$ cat config.mk
export PLATFORM = sky130hd
export DESIGN_NAME = nibble_rle_pixel_decoder
export DESIGN_NICKNAME = d
export VERILOG_FILES = /design/src/hw/rtl/nrpd_pkg.sv /design/src/hw/rtl/nrpd_cfg.sv /design/src/hw/rtl/nrpd_core.sv /design/src/hw/rtl/nibble_rle_pixel_decoder.sv
export SDC_FILE = /design/constraint.sdc
export NUM_CORES = 1
export LEC_CHECK = 0
export BUFFER_PORTS_ARGS = -buffer_cell sky130_fd_sc_hd__buf_2
export CELL_PAD_IN_SITES_DETAIL_PLACEMENT = 2
export CELL_PAD_IN_SITES_GLOBAL_PLACEMENT = 2
export CORE_MARGIN = 2
export CORE_UTILIZATION = 35
export DETAILED_ROUTE_END_ITERATION = 10
export PLACE_DENSITY = 0.82
export SYNTH_ARGS = -nofsm -noshare
export SYNTH_HDL_FRONTEND = slang
export SYNTH_SLANG_ARGS = --single-unit
$ cat constraint.sdc
create_clock -name clk -period 4.1 [get_ports clk]
set_input_delay 0.205 -clock clk [delete_from_list [all_inputs] [get_ports clk]]
set_output_delay 0.205 -clock clk [all_outputs]
set_load 0.03 [all_outputs]
$ cat src/hw/rtl/nrpd_pkg.sv
// Shared types and constants for the nibble run-length pixel decoder.
`timescale 1ns / 1ps

package nrpd_pkg;

	localparam int NIB_W    = 4;
	localparam int PIX_W    = 8;
	localparam int LEN_W    = 12;
	localparam int PAL_N    = 16;
	localparam int CFG_AW   = 4;
	localparam int CFG_DW   = 64;

	// register indexes, selected by paddr[3]
	localparam logic REG_PAL_LOW  = 1'b0;
	localparam logic REG_PAL_HIGH = 1'b1;

	typedef logic [PAL_N-1:0][PIX_W-1:0] palette_t;

	// count decode phase
	typedef enum logic [2:0] {
		PH_FIRST  = 3'd0,
		PH_EXT_HI = 3'd1,
		PH_EXT_LO = 3'd2,
		PH_LONG1  = 3'd3,
		PH_LONG2  = 3'd4,
		PH_LONG3  = 3'd5,
		PH_DONE   = 3'd6
	} phase_t;

	// record being decoded
	typedef enum logic [2:0] {
		KIND_REPEAT    = 3'd0,
		KIND_COLOR     = 3'd1,
		KIND_MULTI     = 3'd2,
		KIND_RUN_COUNT = 3'd3,
		KIND_RUN_PIX   = 3'd4
	} kind_t;

	typedef struct packed {
		logic             valid;
		logic [PIX_W-1:0] pixel;
		logic [LEN_W-1:0] length;
	} result_t;

endpackage

$ cat src/hw/rtl/nrpd_cfg.sv
// APB register file holding the 16-entry palette.
`timescale 1ns / 1ps

module nrpd_cfg import nrpd_pkg::*; (
	input  logic              clk,
	input  logic              arst_n,
	input  logic              psel,
	input  logic              penable,
	input  logic              pwrite,
	input  logic [CFG_AW-1:0] paddr,
	input  logic [CFG_DW-1:0] pwdata,
	output logic [CFG_DW-1:0] prdata,
	output logic              pready,
	output palette_t          palette
);

	logic [CFG_DW-1:0] pal_low_q;
	logic [CFG_DW-1:0] pal_high_q;
	logic              wr_en;

	assign pready = 1'b1;
	assign wr_en  = psel && penable && pwrite;

	always_ff @(posedge clk or negedge arst_n) begin
		if (!arst_n) begin
			pal_low_q  <= '0;
			pal_high_q <= '0;
		end else if (wr_en) begin
			if (paddr[3] == REG_PAL_HIGH) begin
				pal_high_q <= pwdata;
			end else begin
				pal_low_q <= pwdata;
			end
		end
	end

	assign prdata  = (paddr[3] == REG_PAL_HIGH) ? pal_high_q : pal_low_q;
	assign palette = palette_t'({pal_high_q, pal_low_q});

endmodule

$ cat src/hw/rtl/nrpd_core.sv
// Count and record decoder: state registers and the per-nibble step.
`timescale 1ns / 1ps

module nrpd_core import nrpd_pkg::*; (
	input  logic             clk,
	input  logic             arst_n,
	input  logic             step_en,
	input  logic [NIB_W-1:0] nib,
	input  logic             last,
	input  palette_t         palette,
	output result_t          res
);

	phase_t           phase_q, phase_n;
	kind_t            kind_q, kind_n;
	logic [LEN_W-1:0] cnt_q, cnt_n;
	logic [LEN_W-1:0] rep_q, rep_n;

	always_ff @(posedge clk or negedge arst_n) begin
		if (!arst_n) begin
			phase_q <= PH_FIRST;
			kind_q  <= KIND_REPEAT;
			cnt_q   <= '0;
			rep_q   <= '0;
		end else if (step_en) begin
			phase_q <= phase_n;
			kind_q  <= kind_n;
			cnt_q   <= cnt_n;
			rep_q   <= rep_n;
		end
	end

	always_comb begin
		logic do_rec;
		phase_n    = phase_q;
		kind_n     = kind_q;
		cnt_n      = cnt_q;
		rep_n      = rep_q;
		do_rec     = 1'b1;
		res.valid  = 1'b0;
		res.pixel  = palette[nib];
		res.length = cnt_q;

		if (phase_q < PH_DONE) begin
			unique case (phase_q)
				PH_FIRST: begin
					if (nib == '0) begin
						phase_n = PH_EXT_HI;
					end else begin
						cnt_n   = LEN_W'(nib);
						phase_n = PH_DONE;
					end
				end
				PH_EXT_HI: begin
					cnt_n   = LEN_W'(nib);
					phase_n = PH_EXT_LO;
				end
				PH_EXT_LO: begin
					cnt_n   = {cnt_q[LEN_W-NIB_W-1:0], nib};
					phase_n = (cnt_n == '0) ? PH_LONG1 : PH_DONE;
				end
				PH_LONG1: begin
					cnt_n   = {cnt_q[LEN_W-NIB_W-1:0], nib};
					phase_n = PH_LONG2;
				end
				PH_LONG2: begin
					cnt_n   = {cnt_q[LEN_W-NIB_W-1:0], nib};
					phase_n = PH_LONG3;
				end
				PH_LONG3: begin
					cnt_n   = {cnt_q[LEN_W-NIB_W-1:0], nib};
					phase_n = PH_DONE;
				end
				default: begin
				end
			endcase
			do_rec = (phase_n == PH_DONE);
		end

		// record logic runs on the nibble that completes a count, too
		if (do_rec) begin
			unique case (kind_q)
				KIND_COLOR: begin
					if (cnt_n != '0) begin
						res.valid  = 1'b1;
						res.length = cnt_n;
					end
					if (rep_q == '0) begin
						kind_n = KIND_RUN_COUNT;
					end else begin
						rep_n  = rep_q - LEN_W'(1);
						kind_n = KIND_REPEAT;
					end
					phase_n = PH_FIRST;
				end
				KIND_MULTI: begin
					rep_n   = cnt_n - LEN_W'(1);
					kind_n  = KIND_REPEAT;
					phase_n = PH_FIRST;
				end
				KIND_RUN_COUNT: begin
					if (cnt_n == '0) begin
						kind_n  = KIND_REPEAT;
						phase_n = PH_FIRST;
					end else begin
						kind_n = KIND_RUN_PIX;
					end
				end
				KIND_RUN_PIX: begin
					res.valid  = 1'b1;
					res.length = LEN_W'(1);
					cnt_n      = cnt_n - LEN_W'(1);
					if (cnt_n == '0) begin
						kind_n  = KIND_REPEAT;
						phase_n = PH_FIRST;
					end
				end
				default: begin
					if (cnt_n == LEN_W'(1)) begin
						kind_n  = KIND_RUN_COUNT;
						phase_n = PH_FIRST;
					end else if (cnt_n == LEN_W'(2)) begin
						kind_n  = KIND_MULTI;
						phase_n = PH_FIRST;
					end else begin
						kind_n = KIND_COLOR;
					end
				end
			endcase
		end

		if (last) begin
			phase_n = PH_FIRST;
			kind_n  = KIND_REPEAT;
			cnt_n   = '0;
			rep_n   = '0;
		end
	end

endmodule

$ cat src/hw/rtl/nibble_rle_pixel_decoder.sv
// Top level of the nibble run-length pixel decoder.
//
//   channel  signals                               direction
//   in       in_valid/in_ready, nibble_in,         beat in, one nibble
//            final_nibble
//   out      out_valid/out_ready, pixel_value,     beat out, zero or one per nibble
//            run_length
//   cfg      APB psel/penable/pwrite/paddr/pwdata  palette writes at 0x0 and 0x8
//
// One nibble per cycle sustained while the output is not stalled; a beat is
// held in the input register and its result is registered into the output
// register when the beat advances.
// arst_n clears decode state, pipeline valids and the palette.
// A stalled output holds the input register; one further beat is taken while
// a result waits.
`timescale 1ns / 1ps

module nibble_rle_pixel_decoder import nrpd_pkg::*; (
	input  logic              clk,
	input  logic              arst_n,
	input  logic              psel,
	input  logic              penable,
	input  logic              pwrite,
	input  logic [CFG_AW-1:0] paddr,
	input  logic [CFG_DW-1:0] pwdata,
	output logic [CFG_DW-1:0] prdata,
	output logic              pready,
	input  logic              in_valid,
	output logic              in_ready,
	input  logic [NIB_W-1:0]  nibble_in,
	input  logic              final_nibble,
	output logic              out_valid,
	input  logic              out_ready,
	output logic [PIX_W-1:0]  pixel_value,
	output logic [LEN_W-1:0]  run_length
);

	palette_t         palette;
	result_t          res;
	logic             valid_s1;
	logic [NIB_W-1:0] nibble_s1;
	logic             final_s1;
	logic             out_valid_q;
	logic [PIX_W-1:0] pixel_q;
	logic [LEN_W-1:0] length_q;
	logic             out_free;
	logic             advance;

	nrpd_cfg u_cfg (
		.clk     (clk),
		.arst_n  (arst_n),
		.psel    (psel),
		.penable (penable),
		.pwrite  (pwrite),
		.paddr   (paddr),
		.pwdata  (pwdata),
		.prdata  (prdata),
		.pready  (pready),
		.palette (palette)
	);

	assign out_free = !out_valid_q || out_ready;
	assign advance  = valid_s1 && out_free;
	assign in_ready = !valid_s1 || out_free;

	always_ff @(posedge clk or negedge arst_n) begin
		if (!arst_n) begin
			valid_s1 <= 1'b0;
		end else if (in_ready) begin
			valid_s1 <= in_valid;
		end
	end

	always_ff @(posedge clk) begin
		if (in_valid && in_ready) begin
			nibble_s1 <= nibble_in;
			final_s1  <= final_nibble;
		end
	end

	nrpd_core u_core (
		.clk     (clk),
		.arst_n  (arst_n),
		.step_en (advance),
		.nib     (nibble_s1),
		.last    (final_s1),
		.palette (palette),
		.res     (res)
	);

	always_ff @(posedge clk or negedge arst_n) begin
		if (!arst_n) begin
			out_valid_q <= 1'b0;
		end else if (advance) begin
			out_valid_q <= res.valid;
		end else if (out_ready) begin
			out_valid_q <= 1'b0;
		end
	end

	always_ff @(posedge clk) begin
		if (advance && res.valid) begin
			pixel_q  <= res.pixel;
			length_q <= res.length;
		end
	end

	assign out_valid   = out_valid_q;
	assign pixel_value = pixel_q;
	assign run_length  = length_q;

endmodule

After elaboration in Yosys (flattened, before gate mapping). Cells that the tools add are included.

Bits in read-only memories: 0. Bits in latches: 0. Memories: 0. Logic and storage cells: 98. Input port bits: 80. Register bits after elaboration: 185. Memory bits (writable): 0. Output and inout port bits: 87.

Mux-type cells: 42. Reduce and logical (&&, ||, !) cells: 25. Multiply operators: 0. Shift-type cells: 0. Equal/unequal tests: 14. Bitwise logic cells: 1. Magnitude comparators: 2. Add/sub/neg operators: 2. Div/mod/pow operators: 0.

Operators by type and width (count): two-way mux 12 bit (10); two-way mux 64 bit (1); zero test 12 bit (4); one-hot mux 12 bit (2 select lines) (2); two-way mux 3 bit (15); one-hot mux 12 bit (3 select lines) (1); binary-select mux 8 bit (select 4 bit) (1); subtractor 12 x 1 -> 12 bit, second input constant (2); one-hot mux 3 bit (6 select lines) (1); equality test 12 x 1 -> 1 bit, second input constant (1); equality test 12 x 2 -> 1 bit, second input constant (1); equality test 3 x 2 -> 1 bit, second input constant (4); equality test 3 bit, second input constant (4); one-hot mux 3 bit (4 select lines) (1); nonzero test 12 bit (1); one-hot mux 3 bit (3 select lines) (1); two-way mux 8 bit (1); equality test 3 x 1 -> 1 bit, second input constant (2); logical AND 1 bit (5); < comparator 4 x 5 -> 1 bit, second input constant (1); two-way mux 1 bit (5); zero test 4 bit (1); two-way mux 2 bit (2); AND reduction 2 bit (2); other kinds (14) (17).

Longest topological paths before layout. Gate-level depths: netlist (run 1).

Word-level depth: 10. Depth in mapped cells: 14. Depth with buffers taken out: 13.

Cells and area by module. Synthesis (run 1) repeated with hierarchy kept, for this count alone.

Cells, all modules: 866. Area total of the unflattened synthesis: 10507.6 µm².

Modules (own cells, without submodules): nrpd_cfg (area an instance 5786.8 µm², times used 1, cells each 344, seq. area each 3203.1 µm²); nrpd_core (area an instance 3858.7 µm², times used 1, cells each 487, seq. area each 750.7 µm²); nibble_rle_pixel_decoder (area an instance 862.1 µm², times used 1, cells each 35, seq. area each 800.8 µm²).

Worst setup path before layout (run 1). No wires, ideal clock.

Path type: register -> register. Start: reg nibble_s1[0]. End: reg pixel_q[0], in the netlist pixel_value[0], enable pin. Arrival time: 3542 ps. Path buffers: 4. Required time: 3703 ps. Path slack: 161 ps. Library setup time: 397 ps. Cell stages (with the launch flop): 13. Clock period less this slack: 3939 ps. Path through: edfxtp_1 buf_6 or4_4 buf_6 o21ai_4 clkbuf_1 a22oi_1 ha_1 nand3_1 a21o_1 nand2_1 clkbuf_1 nor2_1.

Longest elaborated chain between the ends: 9. Elaborated cells on any way between the ends: 16. Classes of those cells: eq/ne: 1; mux: 11; reduce/logical: 4.

Ends and longest elaborated chain: from (decl) (line nibble_rle_pixel_decoder.sv:41) `logic [NIB_W-1:0] nibble_s1;`; from (signal assigned) (line nibble_rle_pixel_decoder.sv:76) `nibble_s1 <= nibble_in;`; zero test 4 bit (line nrpd_core.sv:47) `if (nib == '0) begin`; two-way mux 12 bit (line nrpd_core.sv:47); one-hot mux 12 bit (3 select lines) (line nrpd_core.sv:45) `unique case (phase_q)`; two-way mux 12 bit (line nrpd_core.sv:44) `if (phase_q < PH_DONE) begin`; nonzero test 12 bit (line nrpd_core.sv:84) `if (cnt_n != '0) begin`; two-way mux 1 bit (line nrpd_core.sv:84); one-hot mux 1 bit (2 select lines) (line nrpd_core.sv:82) `unique case (kind_q)`; two-way mux 1 bit (*) (line nrpd_core.sv:81) `if (do_rec) begin`; logical AND 1 bit (*) (line nibble_rle_pixel_decoder.sv:102) `if (advance && res.valid) begin`; to (signal assigned) (line nibble_rle_pixel_decoder.sv:103) `pixel_q <= res.pixel;`; to (decl) (line nibble_rle_pixel_decoder.sv:44) `logic [PIX_W-1:0] pixel_q;`.

Mark *: on every way between the ends. The rest lies on a longest branch, timed or not. The select of a mux whose other input is x is not followed. A chain may end at the register's enable or synchronous reset.

Final worst setup path (run 1).
Start: reg u_core.phase_q[2]. End: reg u_core.phase_q[0].

Longest elaborated chain between the ends: 10. Elaborated cells on any way between the ends: 27. Classes of those cells: add/sub: 1; order compare: 1; eq/ne: 8; mux: 13; reduce/logical: 4.

Ends and longest elaborated chain: from (decl) (line nrpd_core.sv:14) `phase_t phase_q, phase_n;`; from (signal assigned) (line nrpd_core.sv:26) `phase_q <= phase_n;`; equality test 3 x 2 -> 1 bit or equality test 3 bit (tied branches) (line nrpd_core.sv:45); OR reduction 4 bit (no source line); one-hot mux 12 bit (3 select lines) (line nrpd_core.sv:45); two-way mux 12 bit (line nrpd_core.sv:44); subtractor 12 x 1 -> 12 bit or equality test 12 x 2 -> 1 bit (tied branches) (line nrpd_core.sv:112, nrpd_core.sv:122); zero test 12 bit or two-way mux 3 bit (tied branches) (line nrpd_core.sv:113, nrpd_core.sv:122); two-way mux 3 bit (on tied branches) (line nrpd_core.sv:113, nrpd_core.sv:119); one-hot mux 3 bit (3 select lines) (line nrpd_core.sv:82); two-way mux 3 bit (*) (line nrpd_core.sv:81); two-way mux 3 bit (*) (line nrpd_core.sv:132) `if (last) begin`.

Marked as above.

==> qor.txt, run 1 <==
Final RePlAce weighted congestion -> 0.8856
Maxcap violations -> 0
Top cells by area, synth -> dfrtp_1 (41%), mux2_2 (22%), mux4_2 (9.1%)
Final setup viols -> 0
HPWL Detailed -> 23.24 mm
Tot GR Track Use -> 26.23%
Drt drc -> 0
Distinct cells, synth -> 65
Clk buf depth -> 2
NetSw -> 3437 uW
Status -> complete, no violations
F_max -> 0.2600 GHz
Slew margin rel. -> 19.00%
Setup ws final -> 0.2537 ns
Clock Tree Root -> clkbuf_16
Worst Setup Start Kind -> flop
Clk_lat worst skew -> 0.45 ns
Internal -> 4533 uW
Crit Path Max Fanout -> 17
Synth top cells by count -> mux2_2 (192), dfrtp_1 (160), clkbuf_1 (41), mux4_2 (40), nor2_1 (40)
Die Wd -> 171.7 um
Register bit count reported by yosys -> 185
Setup CP Type -> flop to flop
Yosys warnings -> 0
Critical Path AT -> 4.16 ns
Htree depth -> 4
Vias -> 7500
Post CTS Setup Buffer Count -> 0
Switching share of power -> 43.12%
Hold Path Class -> input port to flop
Sink Count -> 185
Top-level I/O count -> 167
Clock buffer count from CTS -> 17
Routed length per instance -> 27.83 um
Syn_nets -> 853
Clock Power Share -> 21.8%
CTS tree -> done
IO Port Bufs -> 162
# rows -> 61
First-pass GRT wire length -> 56.48 mm
Synthesized area -> 9847 um^2
Worst Skew -> 0.01792 ns
Sequential share of power -> 34.6%
Crit path time final -> 3.846 ns
Setup crit end kind -> flop
Unrepaired setup endpoints after global routing -> no
Layout overhead on the synthesized area -> 21.38%
Number of global-route vias before repair -> 8509
Vias per cell -> 5.593
Post-place setup slack -> 0.2944 ns
Measured slew at the worst slew-check pin -> 1.214 ns
Number of synthesized flops with an enable pin -> 25
Syn Inst Count -> 768
DR pass1 iterations -> 4
Largest net degree at the start of global routing -> 108
Fin crit share -> 93.81%
Most frequent cell after synthesis -> mux2_2
Area leader, netlist -> dfrtp_1
Critical Path RT -> 4.42 ns
Clk slew on worst S/H paths -> 0.08 ns
Initial DRC count -> 460
Initial antenna violation count -> 6
P_leak -> 0.005053 uW
Pwr dens -> 666.8 nW/um^2
Register area share after synthesis -> 48.28%
Final Hold Viols -> 0
Main synth FF type -> dfrtp_1
Area of the core -> 27710 um^2
Syn Area/Cell -> 12.82 um^2
Async SR Flop Fraction -> 86.49%
Layout cell share with drive strength beyond 1 -> 48.18%
Die Area -> 29490 um^2
GRT overflow -> 0
Final Util -> 43.14%
Yosys top cell area share -> 40.66%
Die Height -> 171.7 um
Peak VDD IR -> 0.2358 mV
Net count, final -> 1031
Setup tns final -> 0 ns
Final antenna-violating net count -> 0
Final WL -> 37.32 mm
Effective utilization at floorplan -> 35.54%
Combinational Power Share -> 43.5%
Fin. max-slew vios -> 0
## layout by cell type (no fill, tap or decap), types with 5 or more instances in the layout
| master | n |
|---|---|
| mux2_2 | 192 |
| buf_2 | 161 |
| dfrtp_1 | 160 |
| mux4_2 | 40 |
| nor2_1 | 39 |
| o21ai_0 | 34 |
| nand2_1 | 33 |
| dlygate4sd3_1 | 26 |
| edfxtp_1 | 25 |
| nor3_1 | 21 |
| a21oi_1 | 19 |
| buf_4 | 19 |
| clkbuf_16 | 17 |
| inv_1 | 12 |
| xnor2_1 | 10 |
| a22oi_1 | 9 |
| a22o_1 | 9 |
| o22ai_1 | 8 |
| or2_2 | 7 |
| o2bb2ai_1 | 7 |
| nor4_1 | 6 |
| nand2b_1 | 6 |
| o31ai_1 | 5 |
| a31oi_1 | 5 |
| ha_1 | 5 |
| inv_6 | 5 |
## final timing paths
kind | start | end | slack, ns | cells past startpoint
min | pwdata[63] | u_cfg.pal_low_q[63]$_DFFE_PN0P_ | 0.007 | 2
min reg2reg | u_core.rep_q[10]$_DFFE_PN0P_ | u_core.rep_q[10]$_DFFE_PN0P_ | 0.53 | 2
max reg2reg | u_core.phase_q[2]$_DFFE_PN0P_ | u_core.phase_q[0]$_DFFE_PN0P_ | 0.25 | 11
max in group asynchronous | arst_n | u_cfg.pal_high_q[34]$_DFFE_PN0P_ | 2.57 | 3
min in group asynchronous | arst_n | u_cfg.pal_high_q[1]$_DFFE_PN0P_ | 0.48 | 2
max | u_core.phase_q[2]$_DFFE_PN0P_ | u_core.phase_q[0]$_DFFE_PN0P_ | 0.25 | 11
## worst max-delay path, stage by stage, from the launching register on
cell       delay, ns
dfrtp_1         0.48
ha_1            0.37
inv_1           0.28
o21ai_4         0.22
a22oi_1         0.61
ha_1            0.26
o31ai_1         0.06
or4_1           0.45
a2111oi_2       0.28
o21ai_2         0.18
a2111oi_1       0.44
nor2_1          0.09
## layer usage
metal	GRT usage [%]	up-vias	routed length, um
met5	0	-	23
met4	8.805	4	1086
met3	6.604	55	2133
met2	47.06	230	19630
met1	30.50	3929	14440
li1	-	3282	-
## registers in the layout (all words and copies together) (netlist names)
register          count
u_cfg.pal_high_q     64
u_cfg.pal_low_q      64
run_length           12
u_core.cnt_q         12
u_core.rep_q         12
pixel_value           8
nibble_s1             4
u_core.kind_q         3
u_core.phase_q        3
final_s1              1
out_valid             1
valid_s1              1
## layout make-up
type | count | area (um^2)
flip-flops and latches | 185 | 4755
clock inverters | 15 | 173.9
multi-input cells | 522 | 4847
diodes | 4 | 10.01
inverters | 13 | 48.80
clock buffers | 17 | 425.4
fillers | 2762 | 15750
well taps | 378 | 473.0
repair buffers | 207 | 1220
## stage by stage
stage | instance area (um^2) | total power, uW | hold WS [ns] | instances
after CTS | 11940 | 7869 | 0.0005732 | 1337
after floorplan | 9847 | 4898 | -0.09059 | 768
after global routing | 11940 | 8368 | 0.003648 | 1337
after detailed placement | 11080 | 6068 | 0.3840 | 1279
after global placement | 11080 | 5903 | 0.3840 | 1279
final | 11950 | 7970 | 0.006792 | 1341
## kinds of logic after synthesis
| kind of cell | after synthesis | share of synthesized area (%) |
|---|---|---|
| xor+xnor | 14 | 1.245 |
| buf+inv | 61 | 2.529 |
| mux | 233 | 31.21 |
| flops | 185 | 48.28 |
| fa+ha+maj | 5 | 0.6353 |
| compound gates | 126 | 8.908 |
| simple gates | 143 | 7.154 |
| other cells | 1 | 0.03808 |
## power groups by stage
| stage | registers [uW] | clock network [uW] | logic (uW) |
|---|---|---|---|
| after CTS | 2710 | 1740 | 3420 |
| after detailed placement | 2720 | 0 | 3350 |
| after global routing | 2810 | 1830 | 3730 |
| after global placement | 2670 | 0 | 3240 |
| after floorplan | 2600 | 0 | 2300 |
| final | 2760 | 1740 | 3470 |
## timing repair
action / CTS / global route
setup endpoints to repair: 0 / 1
hold endpoints to repair: 138 / 0
gates resized for setup: 0 / 1
hold buffers: 26 / 0
No activity file was read; power rests on OpenSTA's default activity.
==> inputs of run 2 (changes only) <==
--- a/config.mk
+++ b/config.mk
@@ -9,9 +9,9 @@
 export CELL_PAD_IN_SITES_DETAIL_PLACEMENT = 2
 export CELL_PAD_IN_SITES_GLOBAL_PLACEMENT = 2
 export CORE_MARGIN = 2
-export CORE_UTILIZATION = 35
+export CORE_UTILIZATION = 38
 export DETAILED_ROUTE_END_ITERATION = 10
-export PLACE_DENSITY = 0.82
+export PLACE_DENSITY = 0.85
 export SYNTH_ARGS = -nofsm -noshare
 export SYNTH_HDL_FRONTEND = slang
 export SYNTH_SLANG_ARGS = --single-unit
==> constraint.sdc (replaced) <==
create_clock -name clk -period 3.6 [get_ports clk]
set_input_delay 0.18 -clock clk [delete_from_list [all_inputs] [get_ports clk]]
set_output_delay 0.18 -clock clk [all_outputs]
set_load 0.03 [all_outputs]
==> run 2 against run 1 <==
  * The flow now finishes with violations (hold timing)
  * Utilization increased by 6.1 points
  * Count of clock-buffer cells in the layout increased by 1
  * Combinational power increased by 22%
  * Via count increased by 7.6%
  * Non-clock buffer count increased by 58
  * Power increased by 17%
  * Critical endpoint unchanged
  * Largest cell class unchanged
  * Largest power group unchanged
==> qor.txt, run 2 (synthesis results as in run 1) <==
Htree depth -> 4
Status -> finished, violations left
HPWL Detailed -> 24.71 mm
CP max stage delay -> 0.51 ns
Placed cell areas -> 11150 um^2
Layout cell share with drive strength beyond 1 -> 47.69%
Clock buffer count from CTS -> 17
Post-place setup slack -> 0.005173 ns
Clk slew on worst S/H paths -> 0.08 ns
Final WL -> 40.21 mm
WP buf/inv -> 1
Crit path time final -> 3.516 ns
Critical Path AT -> 3.84 ns
Drt drc -> 0
Worst-path cell chain -> inv_1, ha_1, or2_2, o22ai_1, or3_1, or4_4, a2111oi_2, o21ai_2, a2111oi_4, nor2_1
Failing checks -> hold timing
Final setup viols -> 0
Die Area -> 27220 um^2
Regs by FF count -> u_cfg.pal_high_q (64), u_cfg.pal_low_q (64)
NetSw -> 4109 uW
Layout overhead on the synthesized area -> 26.71%
DR pass1 iterations -> 5
Crit Path Max Fanout -> 5
Routed length per instance -> 29.81 um
Die Height -> 165.0 um
Final Util -> 49.26%
Largest net degree at the start of global routing -> 84
Switching share of power -> 43.90%
Critical Path RT -> 3.92 ns
Final antenna-violating net count -> 0
Clk buf depth -> 2
Initial antenna violation count -> 2
Vias -> 8072
Slew margin rel. -> 31.84%
Tot GR Track Use -> 30.81%
P_leak -> 0.005314 uW
Family with the most delay on the worst path -> simple AND/OR/NAND/NOR gates
Multi-input gate area -> 4885 um^2
Combinational Power Share -> 45.3%
Top-level I/O count -> 167
Die Wd -> 165.0 um
Area of the core -> 25330 um^2
Number of global-route vias before repair -> 9300
Hold WS -> -0.002452 ns
Critical Path Slowest Stage Cell -> or4_4
Internal -> 5250 uW
Fin crit share -> 97.66%
Measured slew at the worst slew-check pin -> 1.015 ns
Net count, final -> 1089
Peak VDD IR -> 0.3555 mV
IO Port Bufs -> 162
Hold Path Class -> input port to flop
Fill count -> 2412
Final RePlAce weighted congestion -> 0.9204
Cell area after layout -> 12480 um^2
Worst Skew -> 0.01690 ns
Most common cell after layout, fill and taps aside -> mux2_2
Sink Count -> 185
Vias per cell -> 5.984
Pwr dens -> 750.1 nW/um^2
Clock Tree Root -> clkbuf_16
# rows -> 58
Tot Pwr -> 9359 uW
Fin. max-slew vios -> 0
Most frequent cells in the layout -> mux2_2 (192), buf_2 (161), dfrtp_1 (159)
Clock Power Share -> 21.3%
Initial DRC count -> 505
Maxcap violations -> 0
Sequential share of power -> 33.5%
Final Hold Viols -> 1
Worst Setup Start Kind -> flop
F_max -> 0.2844 GHz
CTS tree -> done
Setup crit end kind -> flop
FF+latch area -> 4756 um^2
Setup ws final -> 0.08422 ns
Setup CP Type -> flop to flop
GRT overflow -> 0
Effective utilization at floorplan -> 38.88%
Clk_lat worst skew -> 0.46 ns
First-pass GRT wire length -> 60.37 mm
run 2: final timing paths:
kind                                               start                                to  slack, ns  cells past startpoint
setup / recovery           u_core.phase_q[1]$_DFFE_PN0P_     u_core.phase_q[0]$_DFFE_PN0P_       0.08                     10
hold / removal                                pwdata[24]   u_cfg.pal_low_q[24]$_DFFE_PN0P_     -0.002                      2
setup reg to reg           u_core.phase_q[1]$_DFFE_PN0P_     u_core.phase_q[0]$_DFFE_PN0P_       0.08                     10
hold reg to reg              u_core.rep_q[1]$_DFFE_PN0P_       u_core.rep_q[1]$_DFFE_PN0P_       0.54                      2
max in group asynchronous                         arst_n     u_core.phase_q[2]$_DFFE_PN0P_       2.25                      3
min in group asynchronous                         arst_n  u_cfg.pal_high_q[19]$_DFFE_PN0P_       0.37                      2
run 2: final cells by class:
| type | instances | area share, % |
|---|---|---|
| tap | 330 | 3.309 |
| inverter | 13 | 0.3911 |
| sequential | 185 | 38.12 |
| timing repair buffer | 265 | 14.17 |
| antenna | 2 | 0.04011 |
| multi-input combinational | 522 | 39.15 |
| clock inverter | 14 | 1.384 |
| clock buffer | 18 | 3.440 |
run 2: worst reg2reg max path, cell delays in order (launching register included):
cell and delay, ns:
dfrtp_1 0.40, inv_1 0.14, ha_1 0.38, or2_2 0.21, o22ai_1 0.12, or3_1 0.44
or4_4 0.51, a2111oi_2 0.42, o21ai_2 0.22, a2111oi_4 0.44, nor2_1 0.12
run 2: layer usage:
layer,vias to the layer above,global-route usage [%],wire [um]
met5,-,0,0
met4,0,17.35,2381
met3,109,6.906,2111
met2,320,56.07,21450
met1,4255,32.87,14270
li1,3388,-,-
run 2: what timing repair did:
action	CTS	global route
pin swaps	1	0
setup buffers	2	1
endpoints found under the hold margin	187	3
endpoints found under the setup margin	1	5
hold buffers	64	2
gates resized for setup	0	7
run 2: stage by stage:
step                      setup TNS, ns  instances
after detailed placement              0       1246
after global placement                0       1246
after CTS                             0       1344
after global routing           -0.03806       1349
after floorplan                       0        768
final                                 0       1349
run 2: power groups by stage:
stage | Combinational (uW) | Sequential [uW] | Clock (uW)
4_1_cts | 4080 | 3070 | 1980
6_report | 4240 | 3130 | 1990
2_1_floorplan | 2620 | 2960 | 0
5_1_grt | 4510 | 3180 | 2100
3_5_place_dp | 3940 | 3090 | 0
3_3_place_gp | 3760 | 3020 | 0
==> inputs of run 3 (changes only) <==
==> constraint.sdc (replaced) <==
create_clock -name clk -period 3.3 [get_ports clk]
set_input_delay 0.165 -clock clk [delete_from_list [all_inputs] [get_ports clk]]
set_output_delay 0.165 -clock clk [all_outputs]
set_load 0.03 [all_outputs]
==> run 3 against run 2 <==
  * The run ends with capacitance limit, slew limit, setup timing left
  * Hold slack gained 0.035 ns
  * Routed wire length grew 12%
  * Die area is the same
  * Sequential share of layout area shrank 1.3 points
  * Clock power grew 12%
==> qor.txt, run 3 (synthesis results as in run 1) <==
Status -> finished, violations left
Failing checks -> capacitance limit, slew limit, setup timing
F_max -> 0.2959 GHz
Die Height -> 165.0 um
Unrepaired setup endpoints after global routing -> yes
Fin crit share -> 102.4%
RR Startpoint -> nibble_s1[2]$_DFFE_PP_
Drt drc -> 0
Initial antenna violation count -> 4
Clk buf depth -> 2
Die Wd -> 165.0 um
Pwr dens -> 844.8 nW/um^2
Final Util -> 50.98%
Reg2reg end -> u_core.phase_q[1]$_DFFE_PN0P_
Hold WS -> 0.03277 ns
Die Area -> 27220 um^2
Placed cell areas -> 11340 um^2
Clk slew on worst S/H paths -> 0.09 ns
Setup crit end kind -> flop
Slew margin rel. -> -0.3194%
Most frequent cells in the layout -> mux2_2 (192), buf_2 (161), dfrtp_1 (159)
Final Hold Viols -> 0
Number of global-route vias before repair -> 9405
HPWL Detailed -> 25.28 mm
Critical hold path startpoint -> pwdata[49]
Crit path time final -> 3.380 ns
Final RePlAce weighted congestion -> 0.8543
Critical Path RT -> 3.62 ns
Worst Skew -> 0.02160 ns
DR pass1 iterations -> 5
Top-level I/O count -> 167
Initial DRC count -> 540
P_leak -> 0.005507 uW
Regs by FF count -> u_cfg.pal_high_q (64), u_cfg.pal_low_q (64)
Max layer used -> met5
Area of the core -> 25330 um^2
Htree depth -> 4
Vias per cell -> 6.027
Final WL -> 45.06 mm
Reg2Reg Depth -> 11
Hold Path Class -> input port to flop
Setup tns final -> -0.3596 ns
Most common cell after layout, fill and taps aside -> mux2_2
GRT overflow -> 0
Wl on met1 -> 16.20 mm
Hold endpoint -> u_cfg.pal_low_q[49]$_DFFE_PN0P_
Tot Pwr -> 10910 uW
Critical Path AT -> 3.70 ns
Crit Path Max Fanout -> 5
Fin. max-slew vios -> 1
Setup ws final -> -0.07985 ns
Met2 wire length -> 23.79 mm
# rows -> 58
Final setup viols -> 6
Tot GR Track Use -> 32.78%
Routed length per instance -> 32.61 um
Net count, final -> 1122
Setup CP Type -> flop to flop
Peak VDD IR -> 0.4075 mV
Final antenna-violating net count -> 0
Maxcap violations -> 1
Effective utilization at floorplan -> 38.88%
Layout overhead on the synthesized area -> 31.13%
Worst-path cell chain -> or4_4, o21ai_4, a22oi_2, inv_1, ha_2, o31ai_2, or4_4, a2111oi_4, o21ai_4, a211oi_2, o22ai_2
CTS tree -> done
Met3 WL -> 2.558 mm
Clock buffer count from CTS -> 17
Clk_lat worst skew -> 0.46 ns
First-pass GRT wire length -> 64.02 mm
Clock Tree Root -> clkbuf_16
Hold Path Stages -> 2
Critical Path Slowest Stage Cell -> or4_4
Worst Setup Start Kind -> flop
Largest net degree at the start of global routing -> 90
Fill count -> 2417
Vias -> 8329
Measured slew at the worst slew-check pin -> 1.493 ns
IO Port Bufs -> 162
CP max stage delay -> 0.57 ns
Sink Count -> 185
Layout cell share with drive strength beyond 1 -> 50.67%
Cell area after layout -> 12910 um^2
R2R setup slack -> -0.08 ns
## run 3: changes by cell type in the layout (fill, tap and decap cells not counted), moves of 3 or more
cell,delta
a2111oi_2,-3
a2111oi_4,+3
a22oi_1,-3
dlygate4sd3_1,+3
a22oi_2,+3
clkinv_8,+3
buf_4,+29
## run 3: cell type report
type                            count  area, um^2  share of cell area (%)
Multi-Input combinational cell    522        5029                   38.94
Sequential cell                   185        4756                   36.83
Tap cell                          330       412.9                   3.198
Clock buffer                       19       464.2                   3.595
Antenna cell                        2       5.005                 0.03876
Timing Repair Buffer              298        2027                   15.70
Clock inverter                     13       170.2                   1.318
Inverter                           13       48.80                  0.3779
## run 3: metrics by stage
stage               cells  setup slack (ns)
global placement     1271            0.1180
detailed placement   1271          -0.08584
floorplan             768           0.01095
global route         1381           -0.1975
finish               1382          -0.07985
CTS                  1370           0.01032
## run 3: worst max-delay path, delay by kind of cell (launching register included)
| family | cells | cell delay (ns) |
|---|---|---|
| buffers and inverters | 1 | 0.12 |
| DFF | 1 | 0.44 |
| AOI/OAI and AO/OA | 7 | 1.42 |
| adders and majority gates | 1 | 0.18 |
| and+or+nand+nor | 2 | 1.08 |
## run 3: power breakdown
part	internal, uW	switching, uW
Sequential	2850	624
Combinational	2130	3070
Clock	1100	1140
## run 3: layer usage
| layer | vias up | global-route usage [%] |
|---|---|---|
| met5 | - | 0 |
| met2 | 343 | 58.58 |
| met3 | 126 | 7.936 |
| met4 | 2 | 17.67 |
| met1 | 4399 | 35.84 |
| li1 | 3459 | - |
## run 3: worst max-delay path by stage
stage | start | to | slack (ns) | cells past startpoint
finish | nibble_s1[2]$_DFFE_PP_ | u_core.phase_q[1]$_DFFE_PN0P_ | -0.08 | 11
global route | nibble_s1[2]$_DFFE_PP_ | u_core.phase_q[0]$_DFFE_PN0P_ | -0.20 | 11
CTS | u_core.phase_q[2]$_DFFE_PN0P_ | u_core.phase_q[0]$_DFFE_PN0P_ | 0.01 | 12
detailed placement | u_core.phase_q[2]$_DFFE_PN0P_ | u_core.phase_q[0]$_DFFE_PN0P_ | -0.09 | 12
global placement | u_core.phase_q[2]$_DFFE_PN0P_ | u_core.kind_q[0]$_DFFE_PN0P_ | 0.12 | 9
floorplan | u_core.phase_q[2]$_DFFE_PN0P_ | u_core.kind_q[0]$_DFFE_PN0P_ | 0.01 | 13
## run 3: what timing repair did
| item | 4_1_cts | 5_1_grt |
|---|---|---|
| endpoints found under the hold margin | 200 | 2 |
| pin swaps | 1 | 10 |
| hold buffers | 67 | 2 |
| gates resized for setup | 4 | 26 |
| endpoints found under the setup margin | 25 | 46 |
| buffers inserted | 0 | 8 |
